<file path="config.mk">
export PLATFORM = sky130hd
export DESIGN_NAME = square_tone_channel_unit
export DESIGN_NICKNAME = d
export VERILOG_FILES = /design/src/rtl/core/sts_pkg.sv /design/src/rtl/core/sts_step_unit.sv /design/src/rtl/core/square_tone_channel_unit.sv
export VERILOG_INCLUDE_DIRS = /design/src /design/src/rtl/core
export SDC_FILE = /design/constraint.sdc
export NUM_CORES = 1
export LEC_CHECK = 0
export BUFFER_PORTS_ARGS = -buffer_cell sky130_fd_sc_hd__buf_2
export CAP_MARGIN = 10
export CORE_MARGIN = 4
export CORE_UTILIZATION = 30
export DETAILED_ROUTE_END_ITERATION = 6
export PLACE_DENSITY = 0.41
export SYNTH_ARGS = -nofsm -noshare
export SYNTH_HDL_FRONTEND = slang
export SYNTH_SLANG_ARGS = --single-unit
</file>
<file path="constraint.sdc">
create_clock -name clock -period 11.16 [get_ports clock]
set_clock_uncertainty 0.2 [all_clocks]
set_input_delay 1.674 -clock clock [delete_from_list [all_inputs] [get_ports clock]]
set_output_delay 1.674 -clock clock [all_outputs]
set_load 0.02 [all_outputs]
</file>
<file path="src/rtl/core/square_tone_channel_unit_defines.svh">
// Assertion macros for the file that checks its own logic.
`ifndef SQUARE_TONE_CHANNEL_UNIT_DEFINES_SVH
`define SQUARE_TONE_CHANNEL_UNIT_DEFINES_SVH

// The consequent must hold in the same cycle as the antecedent.
`define STS_ASSERT_NOW(label, ante, cons, msg) \
   label: assert property (@(posedge clock) disable iff (reset) (ante) |-> (cons)) \
      else $error(msg);

// The consequent must hold in the cycle after the antecedent.
`define STS_ASSERT_NEXT(label, ante, cons, msg) \
   label: assert property (@(posedge clock) disable iff (reset) (ante) |=> (cons)) \
      else $error(msg);

`endif

</file>
<file path="src/rtl/core/sts_pkg.sv">
package sts_pkg;

   localparam int unsigned NUM_REGS = 5;

   localparam logic KIND_TICK  = 1'b0;
   localparam logic KIND_WRITE = 1'b1;

   localparam logic [2:0] REG_SWEEP    = 3'd0;
   localparam logic [2:0] REG_LENGTH   = 3'd1;
   localparam logic [2:0] REG_ENVELOPE = 3'd2;
   localparam logic [2:0] REG_FREQ_LO  = 3'd3;
   localparam logic [2:0] REG_FREQ_HI  = 3'd4;

   localparam logic [15:0] TICK_RATE     = 16'd44100;
   localparam logic [9:0]  AMPLITUDE     = 10'd600;
   localparam logic [11:0] FREQ_BASE     = 12'd2048;
   localparam logic [3:0]  VOLUME_MAX    = 4'd15;
   localparam logic [15:0] QUOTIENT_MAX  = 16'hFFFF;
   localparam int unsigned STEP_NUMERATOR = 1048576;
   localparam logic [15:0] FREQ_REM_INIT = 16'(STEP_NUMERATOR >> 16);
   localparam logic [11:0] CLAMP_DIVISOR = 12'(STEP_NUMERATOR / (int'(QUOTIENT_MAX) + 1));
   localparam logic [4:0]  FREQ_STEPS    = 5'd16;
   localparam logic [4:0]  RATE_STEPS    = 5'd17;

   typedef enum logic [1:0] {
      STEP_IDLE,
      STEP_FREQ,
      STEP_RATE,
      STEP_DONE
   } sts_step_state_type;

   typedef struct packed {
      logic        start;
      logic [11:0] divisor;
   } sts_step_req_type;

   typedef struct packed {
      logic        busy;
      logic        done;
      logic [16:0] step;
   } sts_step_rsp_type;

   function automatic logic duty_bit(logic [1:0] duty, logic [2:0] pos);
      logic [7:0] pattern;
      case (duty)
         2'd0:    pattern = 8'h01;
         2'd1:    pattern = 8'h03;
         2'd2:    pattern = 8'h0F;
         default: pattern = 8'h3F;
      endcase
      return pattern[pos];
   endfunction

   function automatic logic [11:0] sweep_period_of(logic [2:0] sweep_sel);
      logic [18:0] prod;
      prod = 19'(sweep_sel) * 19'(TICK_RATE);
      return 12'(prod >> 7);
   endfunction

   function automatic logic [13:0] length_time_of(logic [5:0] length);
      logic [6:0]  remaining;
      logic [21:0] prod;
      remaining = 7'd64 - 7'(length);
      prod = 22'(remaining) * 22'(TICK_RATE);
      return 14'(prod >> 8);
   endfunction

   function automatic logic [12:0] env_time_of(logic [2:0] period);
      logic [18:0] prod;
      prod = 19'(period) * 19'(TICK_RATE);
      return 13'(prod >> 6);
   endfunction

endpackage

</file>
<file path="src/rtl/core/sts_step_unit.sv">
module sts_step_unit (
   input  logic                      clock,
   input  logic                      reset,
   input  sts_pkg::sts_step_req_type step_req,
   output sts_pkg::sts_step_rsp_type step_rsp
);
   import sts_pkg::*;

   sts_step_state_type state_ff, state_in;
   logic [15:0] rem_ff, rem_in;
   logic [16:0] dvd_ff, dvd_in;
   logic [15:0] dsr_ff, dsr_in;
   logic [4:0]  cnt_ff, cnt_in;

   logic [16:0] trial;
   logic [16:0] diff;
   logic        fits;
   logic [15:0] rem_step;
   logic [16:0] dvd_step;

   // One restoring division bit per cycle; the quotient shifts into the dividend register.
   always_comb begin
      trial    = {rem_ff, dvd_ff[16]};
      diff     = trial - {1'b0, dsr_ff};
      fits     = trial >= {1'b0, dsr_ff};
      rem_step = fits ? diff[15:0] : trial[15:0];
      dvd_step = {dvd_ff[15:0], fits};
   end

   always_ff @(posedge clock) begin
      if (reset) begin
         state_ff <= STEP_IDLE;
         cnt_ff   <= '0;
      end else begin
         state_ff <= state_in;
         cnt_ff   <= cnt_in;
      end
      rem_ff <= rem_in;
      dvd_ff <= dvd_in;
      dsr_ff <= dsr_in;
   end

   always_comb begin
      state_in = state_ff;
      rem_in   = rem_ff;
      dvd_in   = dvd_ff;
      dsr_in   = dsr_ff;
      cnt_in   = cnt_ff;
      case (state_ff)
         STEP_IDLE: begin
            if (step_req.start) begin
               if (step_req.divisor <= CLAMP_DIVISOR) begin
                  rem_in   = {1'b0, QUOTIENT_MAX[15:1]};
                  dvd_in   = {QUOTIENT_MAX[0], 16'b0};
                  dsr_in   = TICK_RATE;
                  cnt_in   = RATE_STEPS - 5'd1;
                  state_in = STEP_RATE;
               end else begin
                  rem_in   = FREQ_REM_INIT;
                  dvd_in   = '0;
                  dsr_in   = {4'b0, step_req.divisor};
                  cnt_in   = FREQ_STEPS - 5'd1;
                  state_in = STEP_FREQ;
               end
            end
         end
         STEP_FREQ: begin
            rem_in = rem_step;
            dvd_in = dvd_step;
            cnt_in = cnt_ff - 5'd1;
            if (cnt_ff == 5'd0) begin
               rem_in   = {1'b0, dvd_step[15:1]};
               dvd_in   = {dvd_step[0], 16'b0};
               dsr_in   = TICK_RATE;
               cnt_in   = RATE_STEPS - 5'd1;
               state_in = STEP_RATE;
            end
         end
         STEP_RATE: begin
            rem_in = rem_step;
            dvd_in = dvd_step;
            cnt_in = cnt_ff - 5'd1;
            if (cnt_ff == 5'd0) begin
               state_in = STEP_DONE;
            end
         end
         STEP_DONE: begin
            state_in = STEP_IDLE;
         end
         default: begin
            state_in = STEP_IDLE;
         end
      endcase
   end

   assign step_rsp.busy = state_ff != STEP_IDLE;
   assign step_rsp.done = state_ff == STEP_DONE;
   assign step_rsp.step = dvd_ff;

endmodule

</file>
<file path="src/rtl/core/square_tone_channel_unit.sv">
// Register write: takes effect when accepted, no result word.
// Tick: its result word is registered at the edge that accepts it.
// A sounding tick keeps the input closed while the serial divider computes the phase
// step one bit per cycle, skipping the frequency division when its quotient clamps.
// Reset is synchronous and clears all channel state.
`include "square_tone_channel_unit_defines.svh"

module square_tone_channel_unit (
   input  logic        clock,
   input  logic        reset,
   input  logic        req_tvalid,
   output logic        req_tready,
   input  logic [15:0] req_tdata,  // reg_index [2:0], write_value [10:3], zero [15:11]
   input  logic        req_tuser,  // kind [0]
   output logic        rsp_tvalid,
   input  logic        rsp_tready,
   output logic [15:0] rsp_tdata,  // sample_value [13:0], zero [15:14]
   output logic        rsp_tuser   // sounding [0]
);
   import sts_pkg::*;

   logic [7:0]  channel_regs_ff [NUM_REGS];
   logic [7:0]  channel_regs_in [NUM_REGS];
   logic [18:0] phase_acc_ff, phase_acc_in;
   logic [3:0]  cur_vol_ff, cur_vol_in;
   logic [13:0] length_time_ff, length_time_in;
   logic [13:0] length_count_ff, length_count_in;
   logic [12:0] env_time_ff, env_time_in;
   logic [12:0] env_count_ff, env_count_in;
   logic [11:0] sweep_period_ff, sweep_period_in;
   logic [11:0] sweep_count_ff, sweep_count_in;
   logic        rsp_valid_ff, rsp_valid_in;
   logic [13:0] rsp_sample_ff, rsp_sample_in;
   logic        rsp_sounding_ff, rsp_sounding_in;

   sts_step_req_type step_req;
   sts_step_rsp_type step_rsp;

   logic        accept;
   logic        is_write;
   logic [2:0]  reg_index;
   logic [7:0]  write_value;
   logic [10:0] freq;
   logic [10:0] sweep_delta;
   logic [10:0] swept_freq;
   logic        on;
   logic        tick_on;
   logic [13:0] tone_level;
   logic [13:0] sample;
   logic [13:0] length_next;
   logic [12:0] env_next;
   logic [11:0] sweep_next;

   assign reg_index   = req_tdata[2:0];
   assign write_value = req_tdata[10:3];
   assign is_write    = req_tuser == KIND_WRITE;
   assign req_tready  = !step_rsp.busy && (!rsp_valid_ff || rsp_tready);
   assign accept      = req_tvalid && req_tready;

   assign freq        = {channel_regs_ff[REG_FREQ_HI][2:0], channel_regs_ff[REG_FREQ_LO]};
   assign sweep_delta = freq >> channel_regs_ff[REG_SWEEP][2:0];
   assign swept_freq  = channel_regs_ff[REG_SWEEP][3] ? freq - sweep_delta
                                                      : freq + sweep_delta;
   assign on          = length_count_ff < length_time_ff;
   assign tick_on     = accept && !is_write && on;
   assign tone_level  = 14'(AMPLITUDE) * {10'b0, cur_vol_ff};
   assign sample      = (on && duty_bit(channel_regs_ff[REG_LENGTH][7:6], phase_acc_ff[18:16]))
                        ? tone_level : 14'd0;
   assign length_next = length_count_ff + 14'd1;
   assign env_next    = env_count_ff + 13'd1;
   assign sweep_next  = sweep_count_ff + 12'd1;

   assign step_req.start   = tick_on;
   assign step_req.divisor = FREQ_BASE - {1'b0, freq};

   sts_step_unit u_step (
      .clock    (clock),
      .reset    (reset),
      .step_req (step_req),
      .step_rsp (step_rsp)
   );

   always_comb begin
      channel_regs_in = channel_regs_ff;
      phase_acc_in    = phase_acc_ff;
      cur_vol_in      = cur_vol_ff;
      length_time_in  = length_time_ff;
      length_count_in = length_count_ff;
      env_time_in     = env_time_ff;
      env_count_in    = env_count_ff;
      sweep_period_in = sweep_period_ff;
      sweep_count_in  = sweep_count_ff;
      rsp_valid_in    = rsp_valid_ff && !rsp_tready;
      rsp_sample_in   = rsp_sample_ff;
      rsp_sounding_in = rsp_sounding_ff;

      if (step_rsp.done) begin
         phase_acc_in = phase_acc_ff + {2'b0, step_rsp.step};
      end

      if (accept && is_write) begin
         case (reg_index)
            REG_SWEEP: begin
               channel_regs_in[REG_SWEEP] = write_value;
               sweep_period_in = sweep_period_of(write_value[6:4]);
               sweep_count_in  = '0;
            end
            REG_LENGTH: begin
               channel_regs_in[REG_LENGTH] = write_value;
               length_time_in  = length_time_of(write_value[5:0]);
               length_count_in = '0;
            end
            REG_ENVELOPE: begin
               channel_regs_in[REG_ENVELOPE] = write_value;
               env_time_in  = env_time_of(write_value[2:0]);
               env_count_in = '0;
               cur_vol_in   = write_value[7:4];
            end
            REG_FREQ_LO: begin
               channel_regs_in[REG_FREQ_LO] = write_value;
               length_count_in = '0;
            end
            REG_FREQ_HI: begin
               // The restart bit acts once and is never kept.
               channel_regs_in[REG_FREQ_HI] = {1'b0, write_value[6:0]};
               length_count_in = '0;
               if (write_value[7]) begin
                  phase_acc_in   = '0;
                  cur_vol_in     = channel_regs_ff[REG_ENVELOPE][7:4];
                  env_count_in   = '0;
                  sweep_count_in = '0;
               end
            end
            default: begin
            end
         endcase
      end

      if (accept && !is_write) begin
         rsp_valid_in    = 1'b1;
         rsp_sample_in   = sample;
         rsp_sounding_in = on;
      end

      if (tick_on) begin
         length_count_in = length_next;
         if (length_next == length_time_ff && !channel_regs_ff[REG_FREQ_HI][6]) begin
            length_count_in = '0;
         end

         if (env_time_ff != '0) begin
            env_count_in = env_next;
            if (env_next == env_time_ff) begin
               env_count_in = '0;
               if (channel_regs_ff[REG_ENVELOPE][3]) begin
                  if (cur_vol_ff < VOLUME_MAX) begin
                     cur_vol_in = cur_vol_ff + 4'd1;
                  end
               end else if (cur_vol_ff != 4'd0) begin
                  cur_vol_in = cur_vol_ff - 4'd1;
               end
            end
         end

         if (sweep_period_ff != '0) begin
            sweep_count_in = sweep_next;
            if (sweep_next > sweep_period_ff) begin
               sweep_count_in = '0;
               channel_regs_in[REG_FREQ_LO] = swept_freq[7:0];
               channel_regs_in[REG_FREQ_HI] = {channel_regs_ff[REG_FREQ_HI][7:3],
                                               swept_freq[10:8]};
            end
         end
      end
   end

   always_ff @(posedge clock) begin
      if (reset) begin
         for (int i = 0; i < NUM_REGS; i++) begin
            channel_regs_ff[i] <= '0;
         end
         phase_acc_ff    <= '0;
         cur_vol_ff      <= '0;
         length_time_ff  <= '0;
         length_count_ff <= '0;
         env_time_ff     <= '0;
         env_count_ff    <= '0;
         sweep_period_ff <= '0;
         sweep_count_ff  <= '0;
         rsp_valid_ff    <= 1'b0;
      end else begin
         channel_regs_ff <= channel_regs_in;
         phase_acc_ff    <= phase_acc_in;
         cur_vol_ff      <= cur_vol_in;
         length_time_ff  <= length_time_in;
         length_count_ff <= length_count_in;
         env_time_ff     <= env_time_in;
         env_count_ff    <= env_count_in;
         sweep_period_ff <= sweep_period_in;
         sweep_count_ff  <= sweep_count_in;
         rsp_valid_ff    <= rsp_valid_in;
      end
      rsp_sample_ff   <= rsp_sample_in;
      rsp_sounding_ff <= rsp_sounding_in;
   end

   assign rsp_tvalid = rsp_valid_ff;
   assign rsp_tdata  = {2'b0, rsp_sample_ff};
   assign rsp_tuser  = rsp_sounding_ff;

   `STS_ASSERT_NOW(a_closed_while_stepping, step_rsp.busy, !req_tready,
      "input accepted while the phase step is being computed")
   `STS_ASSERT_NEXT(a_sounding_tick_starts_step, tick_on, step_rsp.busy,
      "sounding tick did not start the phase step computation")
   `STS_ASSERT_NEXT(a_step_done_once, step_rsp.done, !step_rsp.busy,
      "phase step unit stayed busy after completion")
   `STS_ASSERT_NOW(a_silent_word_is_zero, rsp_valid_ff && !rsp_sounding_ff,
      rsp_sample_ff == 14'd0, "silent word carries a nonzero sample")

endmodule
</file>
==> impl_metrics.yaml <==
run_status:
  status: "completed"
timing:
  setup_viol: 0
  period_share_pct: 56.6
  maxSlewViolCount: 0
  relSlewSlack_pct: 23.3
  rsz0062_at_grt: "no"
  fmax_mhz: 158
  finalCriticalPeriod_ps: 6310
  finalHoldViolCount: 0
  tns_ps: 0
  worstMarginPinSlew_ps: 1150
clock_network:
  path_clk_slew_ps: 80
  cts_setup_buffers: 0
  clock_latency_ps: 490
  clock-sinks: 187
  cts_tree: "built"
  htree_levels: 4
  cts_hold_buffers: 0
  numCtsBuffers: 17
  cts-resized-gates: 0
  root_buffer: "clkbuf_16"
  ctsLongestPathBuffers: 2
synthesis:
  yosys_warnings: 0
  synthAdderAreaFrac_pct: 14.8
  ys_seq_area_share_pct: 30.3
  yosysTopAreaCellShare_pct: 18.1
  muxShareOfSynthArea_pct: 5.03
  synthesis.area_um2: 14300
  avgSynthCellArea_um2: 8.52
  synth_compound_area_share_pct: 17.1
  synth_edf_count: 58
  synth_xor_area_share_pct: 7.78
  ys_ff_latch: 187
  async_reset_ff_share_pct: 0
  yosysTopAreaCell: "dfxtp_1"
  synthTopCellsByArea: "dfxtp_1, ha_1, edfxtp_1, xnor2_1, a21oi_1"
  synth_cell_types: 88
  synth_flop_cell: "dfxtp_1"
  yosys.area_share.simple_pct: 19.4
  synth_top_family_by_area: "simple AND/OR/NAND/NOR gates"
  syn_inst: 1677
critical_path:
  worst_setup_path_start_kind: "primary input"
  critPathMaxFanout: 8
  cp.required_ps: 11370
  max_stage_delay_ps: 500
  cpMostUsedCell: "ha_1"
  worst_setup_path_end_kind: "flip-flop"
  crit_slowest_cell: "xnor2_1"
  crit_type: "primary input to flip-flop"
  worstPathCellList: "buf_2 > inv_1 > ha_1 > nor3b_1 > xnor2_1 > ha_1 > ha_1 > inv_1 > fa_1 > inv_1 > fa_1 > ha_1 > nand3_1 > nand2_1 > a41o_1 > o41ai_1 > o21ai_0 > xnor2_1 > nand2_1 > a21oi_1"
  cp.arrival_ps: 6520
power_and_ir_drop:
  p_per_area_nw_per_um2: 189
  power.leakage_nw: 6.42
  ir_drop_mv: 0.103
  finalPower_mw: 2.95
global_routing:
  overflow: 0
  grt_pass1_wl_um: 61200
  grt_max_degree: 47
  grt_pass1_vias: 11536
  grtUsageTotal_pct: 15.0
  antenna_found_initial: 2
detailed_routing:
  wire_per_inst_um: 16.3
  vias: 11753
  drc: 0
  wirelength_um: 37300
  antenna_left: 0
  via_per_inst: 5.13
  first_iter_violations: 588
  dr.pass1.iters: 4
die:
  core_area_um2: 46900
  rows: 79
  ios: 40
  die_area_um2: 51200
  initial_core_util_pct: 30.5
  die_y_um: 226
  die_x_um: 226
worst_hold_path:
  hp-class: "flip-flop to flip-flop"
placed_design:
  portBuffers: 29
  place.gp.congestion: 0.791
  dp_hpwl_um: 28300
final_layout:
  area_growth_pct: 9.37
  drive_above_1_share_pct: 7.36
  finalNetCount: 1853
  nFillCells: 5053
run:
  maxCapViolCount: 0
path summary, 6_finish.rpt:
kind | startpoint | to | slack, ps | cells past startpoint
worst max-delay path | req_tdata[3] | length_time_ff[13] | 4850 | 20
worst max register to register | channel_regs_ff[32] | channel_regs_ff[2] | 6550 | 14
worst min register to register | channel_regs_ff[22] | channel_regs_ff[22] | 260 | 2
worst min-delay path | channel_regs_ff[22] | channel_regs_ff[22] | 260 | 2
synthesized netlist by cell type, types with 8 or more instances:
cell type	number
nor3_1	32
or3_1	14
nand4_1	10
a31oi_1	28
xor2_1	48
buf_2	10
nand3_1	64
mux2_2	13
dfxtp_1	129
nor4_1	12
nor2_1	147
a22oi_1	8
inv_1	121
and2_1	29
a21o_1	27
mux2i_1	38
nand2b_1	20
o21ai_0	61
and3_1	27
o31ai_1	10
a211oi_1	26
edfxtp_1	58
clkbuf_1	54
fa_1	15
nand3b_1	9
o22ai_1	8
a21oi_1	130
ha_1	145
nor2b_1	13
nand2_1	151
and4_1	8
xnor2_1	79
flip-flops by register name, indices dropped and copies added, names as in the netlist, 12 cells and up:
name	flops
length_time_ff	14
phase_acc_ff	19
u_step.rem_ff	16
length_count_ff	14
u_step.dsr_ff	13
u_step.dvd_ff	17
env_count_ff	13
channel_regs_ff	29
sweep_count_ff	12
worst max-delay path, delay by kind of cell:
| family | cells | cell delay, ps |
|---|---|---|
| AO/OA/AOI/OAI | 4 | 1010 |
| AND/OR/NAND/NOR | 4 | 380 |
| adder cells (fa/ha/maj) | 6 | 2210 |
| buffers and inverters | 4 | 550 |
| XOR/XNOR | 2 | 700 |
layout make-up:
type | instances | area (um^2) | area share [%]
antenna | 1 | 2.50 | 0.0160
clock buffer | 19 | 464 | 2.97
clock inverter | 13 | 139 | 0.889
inverter | 123 | 462 | 2.95
multi-input combinational | 1297 | 9200 | 58.9
sequential | 187 | 4320 | 27.7
tap | 607 | 759 | 4.86
timing repair buffer | 46 | 275 | 1.76
per-stage QoR:
stage | setup WS (ps) | std cells | util (%) | area (um^2) | hold slack, ps
2_1_floorplan | 5190 | 1681 | - | 14300 | 236
3_3_place_gp | 4380 | 2260 | 32.1 | 15000 | 245
3_5_place_dp | 4330 | 2260 | 32.1 | 15000 | 251
4_1_cts | 4850 | 2292 | 33.4 | 15600 | 263
5_1_grt | 4500 | 2292 | 33.4 | 15600 | 290
6_report | 4850 | 2293 | 33.4 | 15600 | 260
layout by cell type (no fill, tap or decap), drive strengths merged, types with 9 or more instances in the layout:
master  Yosys  final
a211oi     27     27
a21o       27     27
a21oi     130    130
a31oi      28     28
and2       31     31
and3       27     27
buf        20     46
clkbuf     54     19
dfxtp     129    129
edfxtp     58     58
fa         15     15
ha        145    145
inv       121    132
mux2       13     13
mux2i      38     38
nand2     151    151
nand2b     20     20
nand3      65     65
nand3b      9      9
nand4      10     10
nor2      147    147
nor2b      13     13
nor3       33     33
nor4       14     14
o21ai      63     63
o31ai      10     10
or3        16     16
xnor2      79     79
xor2       48     48
where the power goes:
| part | internal (mW) | total, mW | switching (mW) | leakage (nW) |
|---|---|---|---|---|
| clock | 0.337 | 0.647 | 0.310 | 0.301 |
| combinational | 0.565 | 1.35 | 0.785 | 4.51 |
| sequential | 0.851 | 0.954 | 0.104 | 1.60 |
metal layers:
layer	vias up	wire length (um)	global-route usage, %
li1	5990	-	-
met1	5620	18100	19.7
met5	-	26	0
met4	4	484	3.71
met3	36	962	3.06
met2	103	17800	25.3
cell families after synthesis:
family,Yosys count
AO/OA/AOI/OAI,383
XOR/XNOR,127
adder cells (fa/ha/maj),160
buffers and inverters,197
flip-flops,187
multiplexers,59
other,1
AND/OR/NAND/NOR,563
(Power assumes the default switching activity.)
